### config.mk
export PLATFORM = sky130hd
export DESIGN_NAME = lnds_ctrl
export DESIGN_NICKNAME = d
export VERILOG_FILES = /design/src/hw/rtl/lnds_pkg.sv /design/src/hw/rtl/lnds_ctrl.sv
export SDC_FILE = /design/constraint.sdc
export NUM_CORES = 1
export LEC_CHECK = 0
export ABC_AREA = 1
export BUFFER_PORTS_ARGS = -buffer_cell sky130_fd_sc_hd__buf_2
export CORE_AREA = 3 3 40 42
export CTS_CLUSTER_DIAMETER = 30
export CTS_CLUSTER_SIZE = 16
export DETAILED_ROUTE_END_ITERATION = 6
export DIE_AREA = 0 0 43 45
export PLACE_DENSITY_LB_ADDON = 0.15
export SLEW_MARGIN = 5
export SYNTH_ARGS = -nofsm -noshare
export SYNTH_HDL_FRONTEND = slang
export SYNTH_SLANG_ARGS = --single-unit
export TNS_END_PERCENT = 50
### constraint.sdc
create_clock -name clk -period 1.3 [get_ports clk]
set_clock_uncertainty 0.05 [all_clocks]
set_input_delay 0.39 -clock clk [delete_from_list [all_inputs] [get_ports clk]]
set_output_delay 0.39 -clock clk [all_outputs]
set_load 0.01 [all_outputs]
### src/hw/rtl/lnds_pkg.sv
package lnds_pkg;

  localparam int SAMPLE_W      = 32;
  localparam int LEN_W         = 11;
  localparam int OUT_DATA_W    = 24;
  localparam int MAX_ITEMS_DEF = 1024;

  // Commands from the controller to the datapath.
  typedef struct packed {
    logic accept;   // latch the incoming item and apply its start request
    logic issue;    // read the store entry at the scan address and advance it
    logic commit;   // store the result unless the store is full, and load the output register
  } cmd_t;

  // Status from the datapath to the controller.
  typedef struct packed {
    logic full;       // every store entry of the current sequence is taken
    logic empty;      // no earlier value in the current sequence
    logic scan_last;  // the scan address points at the newest stored entry
    logic out_free;   // the output register can take a result this cycle
  } status_t;

endpackage

### src/hw/rtl/lnds_ctrl.sv
module lnds_ctrl (
  input  logic             clk,
  input  logic             rst_n,
  input  logic             in_valid,
  output logic             in_ready,
  input  lnds_pkg::status_t status,
  output lnds_pkg::cmd_t    cmd
);

  import lnds_pkg::*;

  localparam logic [2:0] S_IDLE  = 3'd0;
  localparam logic [2:0] S_CHECK = 3'd1;
  localparam logic [2:0] S_SCAN  = 3'd2;
  localparam logic [2:0] S_DRAIN = 3'd3;
  localparam logic [2:0] S_DONE  = 3'd4;

  logic [2:0] state_r;
  logic [2:0] state_nxt;

  assign in_ready = (state_r == S_IDLE);

  always_comb begin
    state_nxt  = state_r;
    cmd.accept = 1'b0;
    cmd.issue  = 1'b0;
    cmd.commit = 1'b0;
    unique case (state_r)
      S_IDLE: begin
        if (in_valid) begin
          cmd.accept = 1'b1;
          state_nxt  = S_CHECK;
        end
      end
      S_CHECK: begin
        if (status.full || status.empty) begin
          state_nxt = S_DONE;
        end else begin
          state_nxt = S_SCAN;
        end
      end
      S_SCAN: begin
        cmd.issue = 1'b1;
        if (status.scan_last) begin
          state_nxt = S_DRAIN;
        end
      end
      S_DRAIN: begin
        state_nxt = S_DONE;
      end
      S_DONE: begin
        if (status.out_free) begin
          cmd.commit = 1'b1;
          state_nxt  = S_IDLE;
        end
      end
      default: begin
        state_nxt = S_IDLE;
      end
    endcase
  end

  always_ff @(posedge clk) begin
    if (!rst_n) begin
      state_r <= S_IDLE;
    end else begin
      state_r <= state_nxt;
    end
  end

endmodule

==> run_results.csv, run 1 <==
group,metric,value,unit
finish,leading_cell_types_in_the_layout_fill_and_taps_excluded,"buf_2 (10), inv_1 (7), nand2_1 (4)",
worst_setup_path,critical_path.top_delay_family,"flip-flops",
sta,min_period,1.41,ns
sta,timing_worst_slew_pin_value,0.113,ns
synthesis,synth_area,186,sq um
worst_setup_path,end_kind,"primary output",
routing,wire_per_inst,7.85,microns
floorplan,floorplan.initialDensity,14.5,%
outcome,failed_checks,"negative setup slack",
sta,timing.max_slew.rel_slack,92.5,%
cts,cts_inserted_buffers,3,
outcome,run_status,"complete, but fails checks",
finish,layout-area-overhead-vs-synth,66.4,%
placed_design,preCtsSetupSlack,0.0661,ns
finish,layout_top_registers,"state_r x3",
cts,clock_latency,0.23,ns
worst_setup_path,timing.critical_path.buf_inv,1,
global_routing,grt_first_pass_wirelength,834,microns
synthesis,synth_xor_area_share,0,%
worst_setup_path,critical_path_required,0.86,ns
synthesis,synth.net_count,37,
sta,fin_crit_sh,109,%
finish,largest_register_ff_count,3,
worst_hold_path,hold_path_class,"in -> reg",
floorplan,top_level_ports,11,
worst_setup_path,worst_ep_arrival_time,0.97,ns
global_routing,grt-ovfl-total,0,
sta,setup_violations,4,
power_and_ir_drop,net-switching-power,122,uW
worst_setup_path,crit_fanout,4,
synthesis,fraction_of_synthesized_area_in_multiplexers,0,%
synthesis,largest_family_of_logic_cells_by_synthesized_area,"simple AND/OR/NAND/NOR gates",
power_and_ir_drop,p_leak,0.175,nW
worst_setup_path,path_cells,"nor2_4 > nand2_1 > nor2_1 > buf_2",
power_and_ir_drop,ratio_of_total_power_to_cell_area,1320,mW/mm^2
routing,drtPass1Iterations,4,
power_and_ir_drop,sw_ratio,29.8,%
job,max_cap_violations,0,
sta,fin_worst_hold_slack,0.372,ns
power_and_ir_drop,cellInternalPower,286,uW
synthesis,synth_top_cell_by_area,"dfxtp_1",
floorplan,total_die_area,0.00194,sq mm
cts,cts_tree,"yes",
synthesis,ys_warn_count,0,
cts,clock_slew_at_the_register_clock_pins_of_the_worst_setup_and_hold_paths,0.04,ns
cts,number_of_h_tree_levels,1,
synthesis,synth_top_area_share,32.2,%
floorplan,die_height,45,microns
placed_design,routability_driven_placement_congestion_ratio,0.618,
finish,mostFrequentLayoutCell,"buf_2",
cts,cts.sink_count,3,
sta,report.final.slew_viol_count,0,
global_routing,grt_start_max_net_pins,5,
worst_setup_path,cp-start-kind,"flop",
routing,routed_vias,223,
routing,met3_length,30,microns
synthesis,yosys.cell_types.count,11,
global_routing,grt_pass1_vias,230,
cts,holdBufCountCts,0,
power_and_ir_drop,seqPwrFrac,29.5,%
floorplan,die_x,43,microns
finish,utilization,24.1,%
synthesis,sequential_fraction_of_the_synthesis_area,32.2,%
floorplan,std_cell_rows,13,
synthesis,synth_compound_area_share,5.37,%
placed_design,placed_area,255,sq um
worst_setup_path,cpPeakStageDelay,0.34,ns
synthesis,synth.top_cells.by_area,"dfxtp_1 (32%), inv_1 (16%), nand3_1 (8.1%)",
power_and_ir_drop,clockPowerShare,39.5,%
sta,timing.final.ws_setup,-0.114,ns
global_routing,grt_util_all_layers,5.82,%
finish,final_layout_size_suffix_gt1_share,51.1,%
routing,wl_met1,246,microns
finish,largest_register,"state_r",
placed_design,post-dp-hpwl,364,microns
sta,rsz0062_at_grt,"yes",
floorplan,coreArea,0.00128,sq mm
sta,hold_violations,0,
sta,achievable-frequency,0.707,GHz
sta,timing.setup.tns,-0.347,ns
placed_design,io_buffers,10,
routing,first_iter_violations,8,
cts,buffers_from_clock_root_to_sink_at_most,2,
synthesis,flip_flop_and_latch_count_after_synthesis,3,
synthesis,syn_area_per_cell,6.21,sq um
synthesis,netlist_instances,30,
routing,post_drt_via_cell_ratio,3.60,
worst_setup_path,library_cell_contributing_the_largest_single_delay_on_the_critical_path,"dfxtp_2",
power_and_ir_drop,comb_power_share,31.0,%
routing,dr.max_layer_used,"met3",
power_and_ir_drop,vdd_drop_max,0.000376,V
synthesis,synth_fa_ha_area_share,0,%
routing,routed_wirelength,487,microns
cts,clockRootBuffer,"clkbuf_4",
routing,drtAntennaViolNets,0,
routing,drc,0,
finish,diodes,0,
synthesis,synthSimpleGateAreaFrac,44.3,%
finish,layout.nets,55,
global_routing,grt_antenna_before_repair,0,
finish,finish.instance_area,310,sq um
routing,wl_met2,210,microns
worst_setup_path,worst-setup-path-type,"reg -> out",
[per-stage QoR]
step	total power, mW	cells
floorplan	0.180	30
global placement	0.216	55
detailed placement	0.215	55
CTS	0.406	61
global route	0.441	62
finish	0.408	62
[kinds of logic after synthesis]
group	Yosys count
flip-flops	3
AND/OR/NAND/NOR	16
buffers and inverters	9
AO/OA/AOI/OAI	2
[power groups by stage]
stage               combinational [mW]  sequential, mW  clock, mW
global route                     0.142           0.123      0.176
finish                           0.127           0.120      0.161
floorplan                       0.0643           0.116          0
global placement                0.0981           0.118          0
CTS                              0.118           0.120      0.167
detailed placement              0.0962           0.118          0
[Yosys cell counts]
| cell type | instances |
|---|---|
| nor2_4 | 1 |
| nor2_2 | 1 |
| inv_2 | 1 |
| nand4_1 | 2 |
| nand2_1 | 4 |
| nand3b_1 | 1 |
| nor2_1 | 4 |
| a21oi_1 | 2 |
| nand3_1 | 3 |
| inv_1 | 8 |
| dfxtp_1 | 3 |
[final timing paths]
path / slack [ns] / startpoint / cells past startpoint / to
hold / removal: 0.37 / rst_n / 3 / state_r[0]
setup / recovery: -0.11 / state_r[2] / 4 / cmd[2]
setup reg to reg: 0.15 / state_r[2] / 7 / state_r[0]
hold reg to reg: 0.48 / state_r[1] / 2 / state_r[1]
[cell type report]
type / instances / area [sq um]
Fill cell: 157 / 975
Timing Repair Buffer: 13 / 72.6
Inverter: 9 / 33.8
Sequential cell: 3 / 63.8
Tap cell: 15 / 18.8
Multi-Input combinational cell: 18 / 95.1
Clock buffer: 4 / 26.3
[per-layer routing]
layer / vias up / GRT usage (%)
li1: 125 / -
met1: 92 / 6.73
met2: 6 / 8.68
met3: 0 / 2.79
met4: 0 / 3.61
met5: - / 0
[repair_timing]
item / CTS / global route
cloned: 0 / 0
setup endpoints to repair: 4 / 4
buffers inserted: 2 / 1
pin swaps: 1 / 1
resized for setup: 4 / 1
hold endpoints to repair: 0 / 0
[worst min-delay path, stage by stage]
cell	delay, ns
buf_2	0.08
inv_1	0.05
nor2_1	0.09
No activity file was read; power rests on OpenSTA's default activity.
==> inputs of run 2 (changes only) <==
CTS_BUF_LIST = sky130_fd_sc_hd__clkbuf_8   (was default)
SLEW_MARGIN = default   (was 5)
==> run 2 against run 1 <==
Compared with the run above: the flow still finishes with violations (negative setup slack); fmax increased by 1.5%; critical path type unchanged; non-clock buffer count unchanged; count of clock-buffer cells in the layout decreased by 1; sequential power about the same; global-route usage unchanged.
==> run_results.csv, run 2 (same netlist as run 1, synthesis figures left out) <==
group,metric,value,unit
outcome,run_status,"complete, but fails checks",
outcome,failed_checks,"negative setup slack",
routing,routed_wirelength,496,microns
worst_setup_path,critical_path_required,0.86,ns
cts,clock_latency,0.21,ns
routing,wire_per_inst,8.00,microns
worst_setup_path,end_kind,"primary output",
placed_design,post-dp-hpwl,364,microns
worst_setup_path,cp-start-kind,"flop",
sta,timing_worst_slew_pin_value,0.145,ns
global_routing,grt_antenna_before_repair,0,
finish,layout.nets,55,
cts,clock_slew_at_the_register_clock_pins_of_the_worst_setup_and_hold_paths,0.03,ns
routing,drtAntennaViolNets,0,
sta,fin_crit_sh,107,%
worst_setup_path,critical_path.top_delay_family,"flip-flops",
global_routing,grt_start_max_net_pins,5,
job,max_cap_violations,0,
finish,finish.cell_count_without_fillers,62,
cts,clockRootBuffer,"clkbuf_8",
sta,min_period,1.39,ns
cts,buffers_from_clock_root_to_sink_at_most,2,
floorplan,std_cell_rows,13,
worst_setup_path,worstRegToRegCells,7,
floorplan,top_level_ports,11,
sta,setup_violations,4,
worst_setup_path,worst_r2r_endpoint,"state_r[0]",
sta,timing.setup.tns,-0.293,ns
worst_setup_path,worst-setup-path-type,"reg -> out",
cts,number_of_h_tree_levels,1,
placed_design,placed_cells,55,
global_routing,grt.met3_usage,2.79,%
worst_setup_path,cpPeakStageDelay,0.34,ns
worst_setup_path,critical_path_depth,4,
global_routing,grt.met2_usage,8.68,%
cts,cts.sink_count,3,
floorplan,total_die_area,0.00194,sq mm
cts,holdBufCountCts,0,
worst_hold_path,hold_path_class,"in -> reg",
global_routing,grt_use_met1,6.73,%
cts,cts_tree,"yes",
routing,drc,0,
finish,largest_register_ff_count,3,
finish,layout-area-overhead-vs-synth,75.2,%
worst_setup_path,timing.critical_path.buf_inv,1,
power_and_ir_drop,ratio_of_total_power_to_cell_area,1540,mW/mm^2
routing,drtPass1Iterations,4,
finish,mostFrequentLayoutCell,"buf_2",
sta,fin_worst_hold_slack,0.388,ns
cts,cts_inserted_buffers,3,
worst_setup_path,crit_fanout,4,
finish,final_layout_size_suffix_gt1_share,46.8,%
finish,layout_top_registers,"state_r x3",
sta,timing.max_slew.rel_slack,90.3,%
power_and_ir_drop,vdd_drop_max,0.000492,V
finish,largest_register,"state_r",
finish,multi_input_comb_area,92.6,sq um
global_routing,grt_util_all_layers,5.82,%
worst_setup_path,reg2reg_slack,0.16,ns
worst_setup_path,library_cell_contributing_the_largest_single_delay_on_the_critical_path,"dfxtp_2",
sta,timing.final.ws_setup,-0.0935,ns
global_routing,grt-ovfl-total,0,
worst_setup_path,critical_path.endpoint,"cmd[2]",
finish,leading_cell_types_in_the_layout_fill_and_taps_excluded,"buf_2 (10), inv_1 (9), nand2_1 (4), nor2_1 (4)",
global_routing,grt_first_pass_wirelength,834,microns
worst_setup_path,startpoint,"state_r[2]",
global_routing,grt_pass1_vias,226,
finish,diodes,0,
routing,first_iter_violations,6,
floorplan,coreArea,0.00128,sq mm
placed_design,routability_driven_placement_congestion_ratio,0.618,
routing,routed_vias,223,
placed_design,io_buffers,10,
power_and_ir_drop,post-layout-total-power,502,uW
floorplan,floorplan.initialDensity,14.5,%
finish,fillerInstances,153,
floorplan,die_x,43,microns
sta,achievable-frequency,0.718,GHz
worst_setup_path,worstReg2RegStart,"state_r[2]",
worst_setup_path,worst_ep_arrival_time,0.95,ns
sta,report.final.slew_viol_count,0,
worst_setup_path,path_cells,"nor2_4 > nand2_1 > nor2_1 > buf_2",
sta,rsz0062_at_grt,"yes",
floorplan,die_height,45,microns
global_routing,global_route.peak_usage_layer,"met2",
finish,sequential_cell_area,63.8,sq um
routing,post_drt_via_cell_ratio,3.60,
power_and_ir_drop,p_leak,0.186,nW
sta,hold_violations,0,
run 2: cell count changes in the layout (fill, tap and decap cells not counted):
| cell | previous run | this run |
|---|---|---|
| clkbuf_4 | 3 | 0 |
| clkbuf_8 | 0 | 3 |
| inv_1 | 7 | 9 |
| clkbuf_1 | 1 | 0 |
| inv_2 | 2 | 1 |
| nor2_1 | 3 | 4 |
| nor2_2 | 2 | 1 |
run 2: power by group:
part           switching [mW]  internal (mW)  total [mW]
Clock                  0.0558          0.201       0.256
Combinational          0.0603         0.0656       0.126
Sequential             0.0140          0.105       0.119
run 2: worst reg2reg max path, delay by kind of cell, from the launching register on:
family | cells | cell delay, ns
flops | 1 | 0.36
simple gates | 4 | 0.30
buf+inv | 3 | 0.37
run 2: timing repair:
| item | CTS | global route |
|---|---|---|
| setup endpoints to repair | 4 | 4 |
| gates resized for setup | 3 | 0 |
| pin swaps | 1 | 1 |
| setup buffers | 2 | 1 |
run 2: metal layers:
layer,part of all wire [%],wire [microns],up-vias
met1,51,254,92
met5,0,0,-
met3,6.0,30,0
met2,43,211,6
met4,0,0,0
li1,-,-,125
run 2: how the worst min path moves through the flow:
stage | depth (start not counted) | to | start
after global routing | 3 | state_r[0] | rst_n
after CTS | 3 | state_r[0] | rst_n
after detailed placement | 2 | state_r[1] | state_r[1]
after global placement | 2 | state_r[1] | state_r[1]
final | 3 | state_r[0] | rst_n
after floorplan | 2 | state_r[1] | state_r[1]
run 2: area by class of cell:
class / instances / share of cell area [%]
flip-flops and latches: 3 / 19.5
repair buffers: 13 / 22.2
clock buffers: 3 / 12.6
inverters: 9 / 10.3
multi-input cells: 18 / 28.4
clock inverters: 1 / 1.15
well taps: 15 / 5.75
run 2: stage by stage:
stage	util [%]	area (sq um)	worst slack, ns
4_1_cts	24.8	319	-0.0999
3_5_place_dp	19.9	255	0.0661
6_report	25.4	327	-0.0935
2_1_floorplan	-	186	0.146
3_3_place_gp	19.9	255	0.0694
5_1_grt	25.4	327	-0.149
